File: config.mk
export PLATFORM = sky130hd
export DESIGN_NAME = midpoint_circle_octant_generator
export DESIGN_NICKNAME = d
export VERILOG_FILES = /design/src/mcog_pkg.sv /design/src/mcog_front.sv /design/src/mcog_queue.sv /design/src/mcog_back.sv /design/src/midpoint_circle_octant_generator.sv
export SDC_FILE = /design/constraint.sdc
export NUM_CORES = 1
export LEC_CHECK = 0
export ABC_AREA = 1
export ABC_CLOCK_PERIOD_IN_PS = 7000
export BUFFER_PORTS_ARGS = -buffer_cell sky130_fd_sc_hd__buf_2
export CELL_PAD_IN_SITES_DETAIL_PLACEMENT = 1
export CELL_PAD_IN_SITES_GLOBAL_PLACEMENT = 2
export CORE_UTILIZATION = 38
export DETAILED_ROUTE_END_ITERATION = 7
export GPL_TIMING_DRIVEN = 0
export PLACE_DENSITY_LB_ADDON = 0.1
export SLEW_MARGIN = 10
export SYNTH_ARGS = -nofsm -noshare
export SYNTH_HDL_FRONTEND = slang
export SYNTH_SLANG_ARGS = --single-unit
File: constraint.sdc
create_clock -name clk -period 7 [get_ports clk]
set_input_delay 0.7 -clock clk [delete_from_list [all_inputs] [get_ports clk]]
set_output_delay 0.7 -clock clk [all_outputs]
set_load 0.005 [all_outputs]
File: src/mcog_pkg.sv
// shared types and constants for the midpoint circle octant generator
// no dependencies; imported by every module of the block
`default_nettype none

package mcog_pkg;

  // field widths fixed by the stream format
  localparam int CoordW      = 15;
  localparam int PixW        = 16;
  localparam int RadiusFieldW = 11;
  localparam int InDataW     = 48;
  localparam int OutDataW    = 32;

  // default radius width
  localparam int RadiusBitsDef = 11;

  // decision update constants
  localparam int DecInit  = 3;
  localparam int DecInc   = 6;
  localparam int DecDec   = 10;

  // pixels emitted per circle point
  localparam int PixPerPoint = 8;
  localparam int PixIdxW     = $clog2(PixPerPoint);

  // operation codes carried on in_tuser
  typedef enum logic {
    OP_START = 1'b0,
    OP_STEP  = 1'b1
  } op_t;

  // one unit of work for the pixel emitter
  typedef struct packed {
    logic signed [CoordW-1:0] cx;
    logic signed [CoordW-1:0] cy;
    logic        [PixW-1:0]   ox;   // x offset, wrapped to pixel width
    logic        [PixW-1:0]   oy;   // y offset, wrapped to pixel width
    logic                     done;
  } job_t;

endpackage

`default_nettype wire

File: src/mcog_front.sv
// front end: accepts start/step words, runs the midpoint recurrence, issues jobs
// depends on mcog_pkg
`default_nettype none

module mcog_front #(
  parameter int RADIUS_BITS = mcog_pkg::RadiusBitsDef
) (
  input  wire                              clk,
  input  wire                              rst_n,
  input  wire                              in_tvalid,
  output logic                             in_tready,
  input  wire  [mcog_pkg::InDataW-1:0]     in_tdata,
  input  wire                              in_tuser,
  output logic                             job_valid,
  input  wire                              job_ready,
  output mcog_pkg::job_t                   job
);
  import mcog_pkg::*;

  localparam int XW   = RADIUS_BITS + 2;
  localparam int DECW = RADIUS_BITS + 7;

  logic signed [XW-1:0]     step_x_r, step_x_nxt;
  logic signed [XW-1:0]     step_y_r, step_y_nxt;
  logic signed [DECW-1:0]   dec_r, dec_nxt;
  logic signed [CoordW-1:0] org_x_r, org_x_nxt;
  logic signed [CoordW-1:0] org_y_r, org_y_nxt;

  logic                     accept;
  logic [PixW-1:0]          rad_wide;
  logic [RADIUS_BITS-1:0]   rad;
  logic signed [DECW-1:0]   rad_dec;
  logic signed [DECW-1:0]   x_dec;
  logic signed [DECW-1:0]   y_dec;
  logic signed [XW-1:0]     y_dn;
  logic signed [XW-1:0]     x_up;
  logic                     finished;

  assign in_tready = job_ready;
  assign job_valid = in_tvalid;
  assign accept    = in_tvalid && in_tready;

  // radius field trimmed or zero-extended to the working width
  assign rad_wide = PixW'(in_tdata[2*CoordW +: RadiusFieldW]);
  assign rad      = rad_wide[RADIUS_BITS-1:0];
  assign rad_dec  = $signed({{(DECW-RADIUS_BITS){1'b0}}, rad});

  assign x_dec    = $signed({{(DECW-XW){step_x_r[XW-1]}}, step_x_r});
  assign y_dec    = $signed({{(DECW-XW){step_y_r[XW-1]}}, step_y_r});
  assign y_dn     = step_y_r - XW'(1);
  assign x_up     = step_x_r + XW'(1);
  assign finished = step_x_r > step_y_r;

  // next state and job for the accepted word
  always_comb begin
    step_x_nxt = step_x_r;
    step_y_nxt = step_y_r;
    dec_nxt    = dec_r;
    org_x_nxt  = org_x_r;
    org_y_nxt  = org_y_r;
    if (op_t'(in_tuser) == OP_START) begin
      org_x_nxt  = $signed(in_tdata[CoordW-1:0]);
      org_y_nxt  = $signed(in_tdata[2*CoordW-1:CoordW]);
      step_x_nxt = '0;
      step_y_nxt = $signed({2'b00, rad});
      dec_nxt    = DECW'(DecInit) - (rad_dec <<< 1);
    end else if (!finished) begin
      if (dec_r[DECW-1]) begin
        dec_nxt = dec_r + (x_dec <<< 2) + DECW'(DecInc);
      end else begin
        step_y_nxt = y_dn;
        // 4*(x - (y-1)) + 10 = 4*(x - y) + 14
        dec_nxt    = dec_r + ((x_dec - y_dec) <<< 2) + DECW'(DecDec + 4);
      end
      step_x_nxt = x_up;
    end
  end

  // job handed to the emitter, built from the updated point
  always_comb begin
    job.cx   = org_x_nxt;
    job.cy   = org_y_nxt;
    job.ox   = PixW'(step_x_nxt);
    job.oy   = PixW'(step_y_nxt);
    job.done = (op_t'(in_tuser) == OP_STEP) && (step_x_nxt > step_y_nxt);
  end

  // recurrence state
  always_ff @(posedge clk) begin
    if (!rst_n) begin
      step_x_r <= '0;
      step_y_r <= '0;
      dec_r    <= '0;
      org_x_r  <= '0;
      org_y_r  <= '0;
    end else if (accept) begin
      step_x_r <= step_x_nxt;
      step_y_r <= step_y_nxt;
      dec_r    <= dec_nxt;
      org_x_r  <= org_x_nxt;
      org_y_r  <= org_y_nxt;
    end
  end

endmodule

`default_nettype wire

File: src/mcog_queue.sv
// two-entry job queue between the front end and the pixel emitter
// depends on mcog_pkg
`default_nettype none

module mcog_queue (
  input  wire             clk,
  input  wire             rst_n,
  input  wire             wr_valid,
  output logic            wr_ready,
  input  mcog_pkg::job_t  wr_job,
  output logic            rd_valid,
  input  wire             rd_ready,
  output mcog_pkg::job_t  rd_job
);
  import mcog_pkg::*;

  localparam int Depth = 2;
  localparam int PtrW  = $clog2(Depth);
  localparam int CntW  = $clog2(Depth + 1);

  job_t            mem_r [Depth];
  logic [PtrW-1:0] wr_ptr_r;
  logic [PtrW-1:0] rd_ptr_r;
  logic [CntW-1:0] count_r;
  logic            push;
  logic            pop;

  assign wr_ready = count_r != CntW'(Depth);
  assign rd_valid = count_r != '0;
  assign rd_job   = mem_r[rd_ptr_r];
  assign push     = wr_valid && wr_ready;
  assign pop      = rd_valid && rd_ready;

  // storage
  always_ff @(posedge clk) begin
    if (push) begin
      mem_r[wr_ptr_r] <= wr_job;
    end
  end

  // pointers and fill level
  always_ff @(posedge clk) begin
    if (!rst_n) begin
      wr_ptr_r <= '0;
      rd_ptr_r <= '0;
      count_r  <= '0;
    end else begin
      if (push) begin
        wr_ptr_r <= wr_ptr_r + PtrW'(1);
      end
      if (pop) begin
        rd_ptr_r <= rd_ptr_r + PtrW'(1);
      end
      if (push && !pop) begin
        count_r <= count_r + CntW'(1);
      end else if (pop && !push) begin
        count_r <= count_r - CntW'(1);
      end
    end
  end

endmodule

`default_nettype wire

File: src/mcog_back.sv
// pixel emitter: expands a job into eight mirrored pixels or one done word
// depends on mcog_pkg
`default_nettype none

module mcog_back (
  input  wire                               clk,
  input  wire                               rst_n,
  input  wire                               job_valid,
  output logic                              job_ready,
  input  mcog_pkg::job_t                    job,
  output logic                              out_tvalid,
  input  wire                               out_tready,
  output logic [mcog_pkg::OutDataW-1:0]     out_tdata,
  output logic                              out_tlast,
  output logic                              out_tuser
);
  import mcog_pkg::*;

  job_t               job_r;
  logic               busy_r;
  logic [PixIdxW-1:0] idx_r;

  logic               out_valid_r;
  logic [PixW-1:0]    out_px_r, out_px_nxt;
  logic [PixW-1:0]    out_py_r, out_py_nxt;
  logic               out_last_r, out_last_nxt;
  logic               out_done_r, out_done_nxt;

  logic               can_load;
  logic               fin;
  logic               pop;
  logic [PixW-1:0]    cx_w;
  logic [PixW-1:0]    cy_w;

  assign can_load  = !out_valid_r || out_tready;
  assign fin       = busy_r && can_load &&
                     (job_r.done || idx_r == PixIdxW'(PixPerPoint - 1));
  assign job_ready = !busy_r || fin;
  assign pop       = job_valid && job_ready;

  assign cx_w = {job_r.cx[CoordW-1], job_r.cx};
  assign cy_w = {job_r.cy[CoordW-1], job_r.cy};

  // pixel for the current octant
  always_comb begin
    out_last_nxt = idx_r == PixIdxW'(PixPerPoint - 1);
    out_done_nxt = 1'b0;
    case (idx_r)
      3'd0: begin out_px_nxt = cx_w + job_r.ox; out_py_nxt = cy_w + job_r.oy; end
      3'd1: begin out_px_nxt = cx_w + job_r.oy; out_py_nxt = cy_w + job_r.ox; end
      3'd2: begin out_px_nxt = cx_w - job_r.oy; out_py_nxt = cy_w + job_r.ox; end
      3'd3: begin out_px_nxt = cx_w - job_r.ox; out_py_nxt = cy_w + job_r.oy; end
      3'd4: begin out_px_nxt = cx_w - job_r.ox; out_py_nxt = cy_w - job_r.oy; end
      3'd5: begin out_px_nxt = cx_w - job_r.oy; out_py_nxt = cy_w - job_r.ox; end
      3'd6: begin out_px_nxt = cx_w + job_r.oy; out_py_nxt = cy_w - job_r.ox; end
      default: begin out_px_nxt = cx_w + job_r.ox; out_py_nxt = cy_w - job_r.oy; end
    endcase
    // finished circle gives a single zeroed word
    if (job_r.done) begin
      out_px_nxt   = '0;
      out_py_nxt   = '0;
      out_last_nxt = 1'b1;
      out_done_nxt = 1'b1;
    end
  end

  // job register and octant counter
  always_ff @(posedge clk) begin
    if (!rst_n) begin
      busy_r <= 1'b0;
      idx_r  <= '0;
    end else if (pop) begin
      busy_r <= 1'b1;
      idx_r  <= '0;
    end else if (fin) begin
      busy_r <= 1'b0;
    end else if (busy_r && can_load) begin
      idx_r  <= idx_r + PixIdxW'(1);
    end
  end

  always_ff @(posedge clk) begin
    if (pop) begin
      job_r <= job;
    end
  end

  // output register
  always_ff @(posedge clk) begin
    if (!rst_n) begin
      out_valid_r <= 1'b0;
    end else if (busy_r && can_load) begin
      out_valid_r <= 1'b1;
    end else if (out_tready) begin
      out_valid_r <= 1'b0;
    end
  end

  always_ff @(posedge clk) begin
    if (busy_r && can_load) begin
      out_px_r   <= out_px_nxt;
      out_py_r   <= out_py_nxt;
      out_last_r <= out_last_nxt;
      out_done_r <= out_done_nxt;
    end
  end

  assign out_tvalid = out_valid_r;
  assign out_tdata  = {out_py_r, out_px_r};
  assign out_tlast  = out_last_r;
  assign out_tuser  = out_done_r;

endmodule

`default_nettype wire

File: src/midpoint_circle_octant_generator.sv
// midpoint circle rasterizer: front end runs the recurrence, emitter expands pixels
// throughput: a start or step word yields eight words at one per cycle while out_tready
// is high; a finished step yields one word. the single-output emitter sets the rate.
// path: accepted input word -> queue storage -> emitter job register -> output register.
// reset (rst_n low, synchronous) clears the circle state to a zero-radius circle at the
// origin and empties the job queue and the output register.
`default_nettype none

module midpoint_circle_octant_generator #(
  parameter int RADIUS_BITS = mcog_pkg::RadiusBitsDef
) (
  input  wire                            clk,
  input  wire                            rst_n,
  input  wire                            in_tvalid,
  output logic                           in_tready,
  input  wire  [mcog_pkg::InDataW-1:0]   in_tdata,   // center_x[14:0], center_y[29:15], radius[40:30]
  input  wire                            in_tuser,   // operation
  output logic                           out_tvalid,
  input  wire                            out_tready,
  output logic [mcog_pkg::OutDataW-1:0]  out_tdata,  // pixel_x[15:0], pixel_y[31:16]
  output logic                           out_tlast,  // last
  output logic                           out_tuser   // done_res
);
  import mcog_pkg::*;

  logic f_valid, f_ready;
  job_t f_job;
  logic b_valid, b_ready;
  job_t b_job;

  // recurrence and classification
  mcog_front #(
    .RADIUS_BITS (RADIUS_BITS)
  ) u_front (
    .clk       (clk),
    .rst_n     (rst_n),
    .in_tvalid (in_tvalid),
    .in_tready (in_tready),
    .in_tdata  (in_tdata),
    .in_tuser  (in_tuser),
    .job_valid (f_valid),
    .job_ready (f_ready),
    .job       (f_job)
  );

  // decoupling queue
  mcog_queue u_queue (
    .clk      (clk),
    .rst_n    (rst_n),
    .wr_valid (f_valid),
    .wr_ready (f_ready),
    .wr_job   (f_job),
    .rd_valid (b_valid),
    .rd_ready (b_ready),
    .rd_job   (b_job)
  );

  // pixel emitter
  mcog_back u_back (
    .clk        (clk),
    .rst_n      (rst_n),
    .job_valid  (b_valid),
    .job_ready  (b_ready),
    .job        (b_job),
    .out_tvalid (out_tvalid),
    .out_tready (out_tready),
    .out_tdata  (out_tdata),
    .out_tlast  (out_tlast),
    .out_tuser  (out_tuser)
  );

endmodule

`default_nettype wire
==> summary.md, run 1 <==
| Metric | Value |
|---|---|
| CP bufs+invs | `4` |
| Mapped Nets | `between 2,000 and 2,500` |
| Cell row count | `78` |
| Clock latency on the worst-skew pair | `around 520 ps` |
| Total Wirelength | `57.00 mm` |
| Fillers | `5,527` |
| Tmin final | `4607 ps` |
| Leading cell types in the layout, fill and taps excluded | `522 x nand2_1, 248 x inv_1, 205 x edfxtp_1` |
| Clock skew | `17.00 ps` |
| Drt wl/cell | `19.78 um` |
| FFs w/ async S/R, synth | `0%` |
| Post-Syn Instances | `2,134` |
| CTS buffer count | `34` |
| Synth-to-Final Area Change | `14.48%` |
| Final net count | `2,443` |
| Gates resized, CTS repair | `0` |
| HP Class | `reg -> reg` |
| Detail Route Antenna Nets | `0` |
| CP Launch Type | `flop` |
| DIE AREA | `approximately 47,000 um^2` |
| CTS tree | `done` |
| Crit-path max cell delay | `530 ps` |
| Initial DRT Pass Iterations | `5` |
| Die Wd | `between 200 and 250 um` |
| Number of global-route vias before repair | `15,620` |
| Worst path required time | `between 7000 and 8000 ps` |
| Clk buf depth | `3` |
| Vias | `about 15,000` |
| Post-Synth Simple-Gate Area | `20.22%` |
| Main synth FF type | `edfxtp_1` |
| Max-Cap Viols | `0` |
| Ys Warns | `0` |
| Port-buffer cells | `80` |
| Gpl congestion | `0.9089` |
| Setup TNS | `0 ps` |
| Total grt overflow | `0` |
| Max Transition Viols Final | `0` |
| Leading cell type in the layout, fill and taps excluded | `nand2_1` |
| Hold Crit Start | `u_front.org_y_r[9]` |
| Crit-path max FO | `10` |
| Synth Area in XOR/XNOR | `3.051%` |
| Pwr dens | `532.5 nW/um^2` |
| Leak | `8.930 nW` |
| Launching point of the worst reg2reg path | `u_back.idx_r[0]` |
| Tcrit/Tclk final | `65.82%` |
| Initial DRC Count | `700` |
| Status | `completed` |
| Initial Util | `38.58%` |
| Clk pin slew, worst setup/hold paths | `60 ps` |
| Syn Area/Cell | `just over 8 um^2` |
| Initial antenna violation count | `0` |
| Post-route DRC | `0` |
| Mapped Area | `17,510 um^2` |
| IO Pins | `89` |
| Delay-heaviest family, CP | `compound AO/OA/AOI/OAI gates` |
| Max Freq | `0.2170 GHz` |
| Largest family of logic cells by synthesized area | `simple AND/OR/NAND/NOR gates` |
| Critical path launch point | `u_back.idx_r[0]` |
| #FFs+latches synth | `287` |
| Gr usage total | `24.59%` |
| Core Region | `45,380 um^2` |
| Via density | `5.246` |
| Max rail drop VDD | `0.3563 mV` |
| Slew @ Worst Pin | `~900 ps` |
| Unrepaired setup endpoints after global routing | `false` |
| Multi-input logic area | `8472 um^2` |
| Slew HR | `38.36%` |
| Sequential share of the synthesized area | `about 45%` |
| Number of synthesized flops with an enable pin | `205` |
| Post-DP HPWL | `45.31 mm` |
| Post-CTS Setup Bufs | `0` |
| Critical path cell sequence | `inv_1 > ha_1 > o21ai_2 > nand2_4 > nor2_4 > inv_1 > clkbuf_1 > o21ai_0 > ha_1 > nand3_1 > nand3_1 > inv_1 > nor2_1 > nor2_1 > o21ai_0 > a21boi_0 > o21ai_0 > nand2_1 > nand2_1 > nor2_1` |
| Clock root cell | `clkbuf_16` |
| Post-Synth Adder-Cell Area | `9.718%` |
| Die height | `216.7 um` |
| Final setup fails | `0` |
| FF+latch area | `around 7800 um^2` |
| Setup crit end kind | `flop` |
| Layout cells sized above 1 | `8.808%` |
| Post-synthesis compound-gate area fraction | `15.12%` |
| Crit path kind | `reg -> reg` |
| Clk sink count | `~290` |
| Post-synthesis mux area share | `less than 1%` |
| H-Tree Depth | `2` |
| Slowest-stage cell, CP | `o21ai_2` |
| Critical path arrival | `4880 ps` |
| Largest net degree at the start of global routing | `28` |
| Synth unique cells | `54` |
| Final design utilization | `44.17%` |
| Hold Buf Count CTS | `0` |
| First-pass GRT wire length | `88.84 mm` |
| Final hold viol count | `0` |
| # diodes | `0` |
[tightest hold or removal path, cell delays in order, from the launching register on]
cell     delay [ps]
dfxtp_1         290
inv_1            60
a21oi_1          50
[stage by stage]
step                      cells  power (mW)  hold WS [ps]  instance area [um^2]  setup WS [ps]
after floorplan            2134       6.910         424.5                 17510           2003
after global placement     2814       8.631         434.5                 18660          192.5
after detailed placement   2821       8.851         442.8                 18870           2381
after CTS                  2882       10.80         452.0                 20040           2332
after global routing       2882       11.61         463.5                 20040           1890
final                      2882       10.67         450.7                 20040           2393
[cell usage after synthesis (5+ instances only)]
library cell	count	area share (%)
nand2_1	522	11
inv_1	248	5.3
edfxtp_1	205	35
a21oi_1	201	5.7
o21ai_0	187	5.3
nor2_1	132	2.8
ha_1	128	9.1
nand3_1	125	3.6
dfxtp_1	82	9.4
clkbuf_1	50	1.1
xor2_1	50	2.5
nor3_1	21	0.60
o21ai_1	18	0.51
nand4_1	11	0.39
o21ai_2	11	0.55
xnor2_1	11	0.55
a21o_1	9	0.39
o211ai_1	8	0.34
o22ai_1	8	0.29
buf_6	6	0.39
inv_2	6	0.13
o21bai_1	6	0.26
buf_1	5	0.11
fa_1	5	0.57
nand3b_1	5	0.21
o2111ai_1	5	0.25
o221ai_1	5	0.25
[cells by family after synthesis]
| logic type | after synthesis |
|---|---|
| xor+xnor | 61 |
| simple gates | 844 |
| buf+inv | 324 |
| fa+ha+maj | 133 |
| flops | 287 |
| compound gates | 484 |
| mux | 1 |
[power breakdown]
group | total [mW] | internal [mW] | leakage (nW) | switching [mW]
clock | 1.88 | 1.15 | 0.578 | 0.735
sequential | 2.92 | 2.59 | 2.64 | 0.326
combinational | 5.88 | 1.96 | 5.71 | 3.92
total | 10.7 | 5.69 | 8.93 | 4.98
[registers in the layout (all words and copies together), names as in the netlist, 2 cells and up]
signal and flops:
u_back.cx_w 15, u_back.cy_w 15, u_back.idx_r 3, u_back.job_r 27, u_back.out_px_r 16, u_back.out_py_r 16, u_front.dec_r 17, u_front.org_x_r 15
u_front.org_y_r 15, u_front.step_x_r 13, u_front.step_y_r 13, u_queue.count_r 2, u_queue.mem_r 114
[worst paths after layout]
path | end | slack [ps] | depth (start not counted)
hold reg to reg | u_front.org_y_r[9] | 450 | 2
setup / recovery | u_back.out_py_r[12] | 2390 | 20
setup reg to reg | u_back.out_py_r[12] | 2390 | 20
hold / removal | u_front.org_y_r[9] | 450 | 2
[layer usage]
layer  vias to the layer above  wire length [um]  track usage (%)  part of all wire (%)
met4                         0              1544            7.371                   2.7
met5                         -                 0                0                     0
met2                       211             29230            45.16                    51
met3                        72              1566            2.274                   2.7
li1                       7489                 -                -                     -
met1                      7347             24660            30.25                    43
[layout make-up]
cell class	count	area share (%)
well taps	600	3.745
multi-input cells	1523	42.27
clock buffers	39	4.444
flip-flops and latches	287	38.90
clock inverters	22	1.423
inverters	258	4.856
repair buffers	87	2.846
plain buffers	66	1.517
(Power assumes the default switching activity.)
==> run 2, diff against run 1 <==
- ABC_CLOCK_PERIOD_IN_PS: 7000 -> 4000
- CORE_UTILIZATION: 38 -> 34
- clock period: 7 -> 4 ns (I/O delays scaled with it)
==> run 2 against run 1 <==
Total power up 81%; cell count is 2.9% higher; die area grew 12%; worst hold slack worse by 220 ps; cell area rose by 2.8%.
==> summary.md, run 2 (synthesis results as in run 1) <==
| Metric | Value |
|---|---|
| Max-Cap Viols | `0 (unchanged)` |
| Max rail drop VDD | `0.5357 mV (+50%)` |
| Clk pwr share | `16.7% (-0.9 points)` |
| DIE AREA | `52,410 um^2 (+12%)` |
| Leading cell types in the layout, fill and taps excluded | `515 x nand2_1, 241 x inv_1, 205 x edfxtp_1` |
| Worst Hold Path Cells | `4 (+2)` |
| Hold Buf Count CTS | `0 (unchanged)` |
| Final setup fails | `0 (unchanged)` |
| Worst path required time | `4470 ps (-2810 ps)` |
| Clock latency on the worst-skew pair | `540 ps (+20 ps)` |
| Leak | `9.018 nW (+0.99%)` |
| Initial antenna violation count | `0 (unchanged)` |
| Tcrit/Tclk final | `95.25% (+29 points)` |
| Port-buffer cells | `80 (unchanged)` |
| Final Cell Area | `20,610 um^2 (+2.8%)` |
| Setup crit end kind | `flop` |
| Layout cells sized above 1 | `12.64% (+3.8 points)` |
| Net Switching | `9.052 mW (+82%)` |
| Max Freq | `0.2625 GHz (+21%)` |
| CTS tree | `done` |
| Drt wl/cell | `19.77 um (about the same)` |
| Crit path kind | `reg -> reg` |
| Largest net degree at the start of global routing | `30 (+7.1%)` |
| Setup TNS | `0 ps (unchanged)` |
| Clk sink count | `287 (unchanged)` |
| Total grt overflow | `0 (unchanged)` |
| Hold Crit Start | `out_tready` |
| Post-route DRC | `0 (unchanged)` |
| Max reg flops | `114 (unchanged)` |
| Clk pin slew, worst setup/hold paths | `60 ps (about the same)` |
| Cell row count | `82 (+5.1%)` |
| Initial DRC Count | `676 (-3.4%)` |
| Post-DP HPWL | `46.40 mm (+2.4%)` |
| Slew @ Worst Pin | `808.6 ps (-115.9 ps)` |
| Clk buf depth | `3 (unchanged)` |
| Switch share | `46.83% (+0.16 points)` |
| Die height | `228.9 um (+5.7%)` |
| Slew HR | `46.09% (+7.7 points)` |
| Gpl congestion | `0.8390 (-7.7%)` |
| Initial DRT Pass Iterations | `5 (unchanged)` |
| Pint | `10.28 mW (+81%)` |
| CP Launch Type | `flop` |
| R2R Setup Slk | `190 ps (-2200 ps)` |
| Via density | `5.095 (-2.9%)` |
| Fin worst setup slack | `189.8 ps (-2203 ps)` |
| # diodes | `0 (unchanged)` |
| Sequential Power Share | `26.6% (-0.7 points)` |
| Final design utilization | `40.82% (-3.3 points)` |
| Hold endpoint | `u_back.out_tvalid` |
| Detail Route Antenna Nets | `0 (unchanged)` |
| Core Region | `50,480 um^2 (+11%)` |
| Clock root cell | `clkbuf_16` |
| Vias | `15,110 (-0.046%)` |
| # placed instances | `2,893 (+2.6%)` |
| Logic pwr share | `56.7% (+1.6 points)` |
| Initial Util | `34.69% (-3.9 points)` |
| HP Class | `in -> reg` |
| Unrepaired setup endpoints after global routing | `true` |
| R2R depth | `23 (+15%)` |
| Synth-to-Final Area Change | `17.69%` |
| First-pass GRT wire length | `89.58 mm (+0.84%)` |
| IO Pins | `89 (unchanged)` |
| Placed instance area | `18,960 um^2 (+0.48%)` |
| Top flop regs | `u_queue.mem_r: 114 flops, u_back.job_r: 27 flops, u_front.dec_r: 17 flops` |
| Tmin final | `3810 ps (-797.1 ps)` |
| H-Tree Depth | `2 (unchanged)` |
| Total Wirelength | `58.64 mm (+2.9%)` |
| Final net count | `2,453 (+0.41%)` |
| CTS buffer count | `36 (+5.9%)` |
| Launching point of the worst reg2reg path | `u_front.step_y_r[2]` |
| Pre-CTS setup slack | `-682.5 ps (-3064 ps)` |
| Status | `completed` |
| Final hold viol count | `0 (unchanged)` |
| Critical path arrival | `4280 ps (-600 ps)` |
| Crit-path max FO | `7 (-3)` |
| Number of global-route vias before repair | `15,490 (-0.83%)` |
| Gr usage total | `22.32% (-2.3 points)` |
| Post-route insts no fill | `2,966 (+2.9%)` |
| Worst r2r dst | `u_front.dec_r[17]` |
| Biggest register | `u_queue.mem_r` |
| Pwr dens | `937.9 nW/um^2 (+76%)` |
| Clock skew | `20.76 ps (+3.755 ps)` |
| Leading cell type in the layout, fill and taps excluded | `nand2_1` |
| Max Transition Viols Final | `0 (unchanged)` |
| Die Wd | `228.9 um (+5.7%)` |
## run 2: cell count changes in the layout (fill, tap and decap cells not counted), sizes merged
cell	before	now
bufinv	6	3
buf	103	113
inv	260	258
clkbuf	89	96
## run 2: stage by stage
step	hold WS (ps)	total power [mW]
after detailed placement	442.8	15.55
after global routing	237.4	21.04
final	233.9	19.33
after global placement	434.0	15.22
after floorplan	424.5	12.08
after CTS	213.5	19.08
## run 2: worst max-delay path, stage by stage (launching register included)
cell and delay, ps:
dfxtp_4 400, inv_1 60, ha_1 350, nand2_1 90, nand2_1 80, nand2_1 90, nand3_2 130, a31o_2 260
a21boi_4 200, o21bai_2 100, xor2_2 330, ha_4 270, ha_4 280, nand2_2 80, nor3_2 170, and2_1 140
nand2_1 90, nand2_1 80, nand2_1 60, nand3_1 90, nand3_1 80, nand2_1 140, nand2_1 70, a21oi_1 120
## run 2: worst max path at each step
stage / from / end / slack (ps) / cells past startpoint
global placement: u_queue.count_r[0] / u_queue.mem_r[1][55] / -1820 / 6
global route: u_front.step_y_r[8] / u_front.dec_r[17] / -30 / 22
detailed placement: u_front.step_y_r[2] / u_front.dec_r[17] / -680 / 24
CTS: u_front.step_x_r[0] / u_front.dec_r[17] / -60 / 24
floorplan: u_queue.count_r[0] / u_queue.mem_r[1][0] / 200 / 6
finish: u_front.step_y_r[2] / u_front.dec_r[17] / 190 / 23
## run 2: power by group through the flow
stage / clock network [mW] / logic (mW) / registers (mW)
after global routing: 3.41 / 12.4 / 5.23
after floorplan: 0 / 7.10 / 4.98
after detailed placement: 0 / 10.4 / 5.16
after global placement: 0 / 10.0 / 5.20
after CTS: 3.31 / 10.6 / 5.13
final: 3.23 / 11.0 / 5.14
## run 2: layout make-up
class | count | area [um^2]
Clock buffer | 48 | 987.2
Sequential cell | 287 | 7840
Fill cell | 6104 | 29870
Clock inverter | 17 | 168.9
Tap cell | 672 | 840.8
Multi-Input combinational cell | 1523 | 8846
Timing Repair Buffer | 96 | 638.1
Inverter | 258 | 975.9
Buffer | 65 | 310.3
## run 2: timing repair
| item | in CTS | in global routing |
|---|---|---|
| hold endpoints to repair | 0 | 0 |
| resized for setup | 46 | 81 |
| endpoints found under the setup margin | 23 | 18 |
| setup buffers | 7 | 2 |
| pin swaps | 7 | 12 |
## run 2: layer usage
| layer | vias to the layer above | global-route usage, % | share of wire [%] |
|---|---|---|---|
| met5 | - | 0 | 0 |
| li1 | 7504 | - | - |
| met1 | 7307 | 28.00 | 44 |
| met4 | 0 | 8.417 | 3.7 |
| met3 | 90 | 2.620 | 2.8 |
| met2 | 211 | 39.06 | 49 |
==> run 3, diff against run 2 <==
- ABC_AREA: 1 -> 0
- CORE_UTILIZATION: 34 -> 37
- GPL_TIMING_DRIVEN: 0 -> default
==> run 3 against run 2 <==
Largest cell class unchanged; combinational power hardly changed; global-route usage rose by 0.51 points; clock power up 2%; critical endpoint is now u_front.dec_r[16]; critical path depth is 2 lower; the flow now finishes with violations (DRC, setup timing); critical path type unchanged; flip-flop and latch count is the same.
==> summary.md, run 3 <==
| Metric | Value |
|---|---|
| Clock root cell | `clkbuf_16` |
| Max reg flops | `114 (unchanged)` |
| Post-DP HPWL | `41.28 mm (-11%)` |
| Gr usage total | `22.83% (+0.51 points)` |
| Sequential share of the synthesized area | `44.42% (-0.11 points)` |
| Drt wl/cell | `20.62 um (+4.3%)` |
| Slew @ Worst Pin | `889.3 ps (+80.62 ps)` |
| # placed instances | `2,593 (-10%)` |
| FF+latch area | `7804 um^2 (-0.46%)` |
| Synth top cells by count | `205 x edfxtp_1, 168 x nor2_1, 158 x nand2_1` |
| Number of synthesized flops with an enable pin | `205 (unchanged)` |
| Initial DRT Pass Iterations | `8 (+3)` |
| Failing checks | `DRC, setup timing` |
| Vias | `14,710 (-2.7%)` |
| CTS buffer count | `35 (-2.8%)` |
| Via density | `5.479 (+7.5%)` |
| Leading cell type in the layout, fill and taps excluded | `buf_4` |
| Die height | `219.8 um (-4.0%)` |
| Most frequent cell after synthesis | `edfxtp_1` |
| Max Transition Viols Final | `0 (unchanged)` |
| Clk sink count | `287 (unchanged)` |
| Core Region | `46,650 um^2 (-7.6%)` |
| FFs w/ async S/R, synth | `0% (unchanged)` |
| GRT busiest layer | `met2` |
| Critical path cell sequence | `inv_2 > ha_4 > inv_2 > fa_2 > a21o_1 > a21oi_2 > o21ai_2 > a21o_1 > a21o_1 > a21oi_2 > o21bai_1 > xor2_1 > ha_1 > ha_4 > or2_4 > a21oi_4 > a31oi_4 > a221oi_2 > xnor2_1 > and4_1 > a211o_1` |
| Detail Route Antenna Nets | `0 (unchanged)` |
| Fin worst setup slack | `-40.38 ps (-230.2 ps)` |
| Largest cells by area after synthesis | `edfxtp_1 35%, dfxtp_1 9.4%, ha_1 9.1%, mux2_2 6.0%, a21oi_1 3.7%` |
| Tmin final | `4040 ps (+230.2 ps)` |
| Setup crit end kind | `flop` |
| Main synth FF type | `edfxtp_1` |
| Mapped Area | `17,550 um^2 (+0.26%)` |
| Final Cell Area | `22,410 um^2 (+8.7%)` |
| Port-buffer cells | `81 (+1.3%)` |
| Slew HR | `40.72% (-5.4 points)` |
| Crit-path max cell delay | `350 ps (-50 ps)` |
| Number of global-route vias before repair | `15,390 (-0.64%)` |
| H-Tree Depth | `2 (unchanged)` |
| Initial Util | `37.63% (+2.9 points)` |
| R2R depth | `21 (-8.7%)` |
| Met1 Resource Use GR | `28.03% (+0.032 points)` |
| Synth-to-Final Area Change | `27.66%` |
| Multi-input logic area | `9971 um^2 (+13%)` |
| Status | `finished with violations` |
| Ys Warns | `0 (unchanged)` |
| PnR Total Power | `19.24 mW (-0.48%)` |
| Crit path kind | `reg -> reg` |
| First-pass GRT wire length | `85.25 mm (-4.8%)` |
| Clk buf depth | `3 (unchanged)` |
| Top cell type's share of synthesized area | `35.07% (-0.090 points)` |
| # diodes | `0 (unchanged)` |
| Crit-path max FO | `2 (-5)` |
| Mapped Nets | `1,950 (-16%)` |
| Worst r2r dst | `u_front.dec_r[16]` |
| Fillers | `5,171 (-15%)` |
| Total grt overflow | `0 (unchanged)` |
| Initial antenna violation count | `0 (unchanged)` |
| Worst Hold Path Cells | `2 (-2)` |
| Clk pin slew, worst setup/hold paths | `50 ps (about the same)` |
| Synth unique cells | `73 (+35%)` |
| Clock latency on the worst-skew pair | `550 ps (about the same)` |
| Pwr dens | `858.4 nW/um^2 (-8.5%)` |
| Leading cell types in the layout, fill and taps excluded | `248 x buf_4, 205 x edfxtp_1, 159 x nor2_1` |
| Syn Area/Cell | `9.951 um^2 (+21%)` |
| Total Wirelength | `55.34 mm (-5.6%)` |
| Biggest register | `u_queue.mem_r` |
| Dominant cell type by area after synthesis | `edfxtp_1` |
| Cell row count | `79 (-3.7%)` |
| Unrepaired setup endpoints after global routing | `true` |
| CTS tree | `done` |
| Initial DRC Count | `600 (-11%)` |
| Most frequent CP cell | `a21o_1` |
| Die Wd | `219.8 um (-4.0%)` |
| Clock skew | `22.49 ps (+1.736 ps)` |
| Gpl congestion | `0.8452 (+0.74%)` |
| Worst path required time | `4440 ps (-30 ps)` |
| Final net count | `2,236 (-8.8%)` |
| Largest net degree at the start of global routing | `58 (+93%)` |
| Hold Crit Start | `in_tdata[21]` |
| CP Launch Type | `flop` |
| Max rail drop VDD | `0.3163 mV (-41%)` |
| Post-Syn Instances | `1,764 (-17%)` |
| Hold endpoint | `u_queue.mem_r[1][39]` |
| Final setup fails | `1 (+1)` |
| Top flop regs | `u_queue.mem_r: 114 flops, u_back.job_r: 27 flops, u_front.dec_r: 17 flops` |
| Tcrit/Tclk final | `101.0% (+5.8 points)` |
| Slowest-stage cell, CP | `fa_2` |
| Post-route DRC | `4 (+4)` |
| Layout cells sized above 1 | `30.48% (+18 points)` |
| Post-route insts no fill | `2,684 (-9.5%)` |
| R2R Setup Slk | `-40 ps (-230 ps)` |
| #FFs+latches synth | `287 (unchanged)` |
| IO Pins | `89 (unchanged)` |
| Critical path arrival | `4480 ps (+200 ps)` |
| Hold Buf Count CTS | `0 (unchanged)` |
| Final hold viol count | `0 (unchanged)` |
| Leak | `8.943 nW (-0.83%)` |
| Met2 usage | `41.54% (+2.5 points)` |
| Max-Cap Viols | `0 (unchanged)` |
| Routing usage on met3 | `2.678% (+0.058 points)` |
| Launching point of the worst reg2reg path | `u_front.step_x_r[0]` |
| Max Freq | `0.2475 GHz (-5.7%)` |
| DIE AREA | `48,320 um^2 (-7.8%)` |
| HP Class | `in -> reg` |
| Setup TNS | `-40.38 ps (-40.38 ps)` |
| Placed instance area | `20,200 um^2 (+6.6%)` |
run 3: cell types whose count changed after synthesis, moves of 25 or more:
cell     before  now
o21ai_0     187   84
nand3_1     125   34
nand2_1     522  158
nor2b_1       0   25
a21oi_1     201  130
or3_1         0   29
mux2_2        0   93
xnor2_1      11   56
nor2_1      132  168
inv_1       248   67
run 3: cells by family (layout without fill, tap and decap cells):
group | count (synthesis) | after routing | synth area share [%]
mux | 107 | 107 | 6.764
xor+xnor | 91 | 91 | 4.540
simple gates | 559 | 559 | 15.04
buf+inv | 159 | 472 | 3.485
compound gates | 428 | 428 | 16.06
fa+ha+maj | 133 | 133 | 9.694
flops | 287 | 287 | 44.42
run 3: power by group:
group	total (mW)	leakage, nW	switching, mW	internal, mW
Combinational	10.9	5.74	5.73	5.20
Sequential	5.02	2.63	0.604	4.41
Clock	3.29	0.575	1.27	2.02
Total	19.2	8.94	7.61	11.6
run 3: worst max-delay path, delay by kind of cell (launching register included):
| family | cells | cell delay, ps |
|---|---|---|
| adder cells (fa/ha/maj) | 4 | 1030 |
| AO/OA/AOI/OAI | 11 | 1770 |
| AND/OR/NAND/NOR | 2 | 440 |
| XOR/XNOR | 2 | 260 |
| flip-flops | 1 | 330 |
| buffers and inverters | 2 | 110 |
run 3: worst max-delay path by stage:
stage / to / from / cells after the start / slack [ps]
after global placement: u_back.out_py_r[14] / u_back.job_r[17] / 14 / -280
final: u_front.dec_r[16] / u_front.step_x_r[0] / 21 / -40
after floorplan: u_front.dec_r[16] / u_front.step_x_r[0] / 21 / 20
after detailed placement: u_front.dec_r[16] / u_front.step_x_r[0] / 21 / -360
after CTS: u_back.out_py_r[14] / u_back.job_r[17] / 14 / -180
after global routing: u_front.dec_r[16] / u_front.step_x_r[0] / 21 / -200
run 3: area by class of cell:
type,count,share of cell area [%]
multi-input combinational,1318,44.49
sequential,287,34.82
timing repair buffer,340,10.83
clock buffer,52,4.511
tap,607,3.389
inverter,68,1.139
clock inverter,12,0.8151
run 3: what timing repair did:
action / in CTS / in global routing
pin swaps: 33 / 66
endpoints found under the setup margin: 16 / 22
setup buffers: 6 / 24
cloned: 0 / 0
gates resized for setup: 74 / 101
run 3: per-stage QoR:
step	utilization (%)	hold WS, ps	worst slack, ps
global route	48.03	183.0	-204.7
global placement	43.31	438.7	-275.9
finish	48.03	199.0	-40.38
floorplan	-	432.9	17.67
CTS	46.72	169.1	-183.2
detailed placement	43.31	446.9	-357.2
run 3: layer usage:
metal / vias to the layer above / wire, um
li1: 7121 / -
met1: 7319 / 24090
met2: 189 / 28430
met3: 77 / 1253
met4: 0 / 1562
met5: - / 0
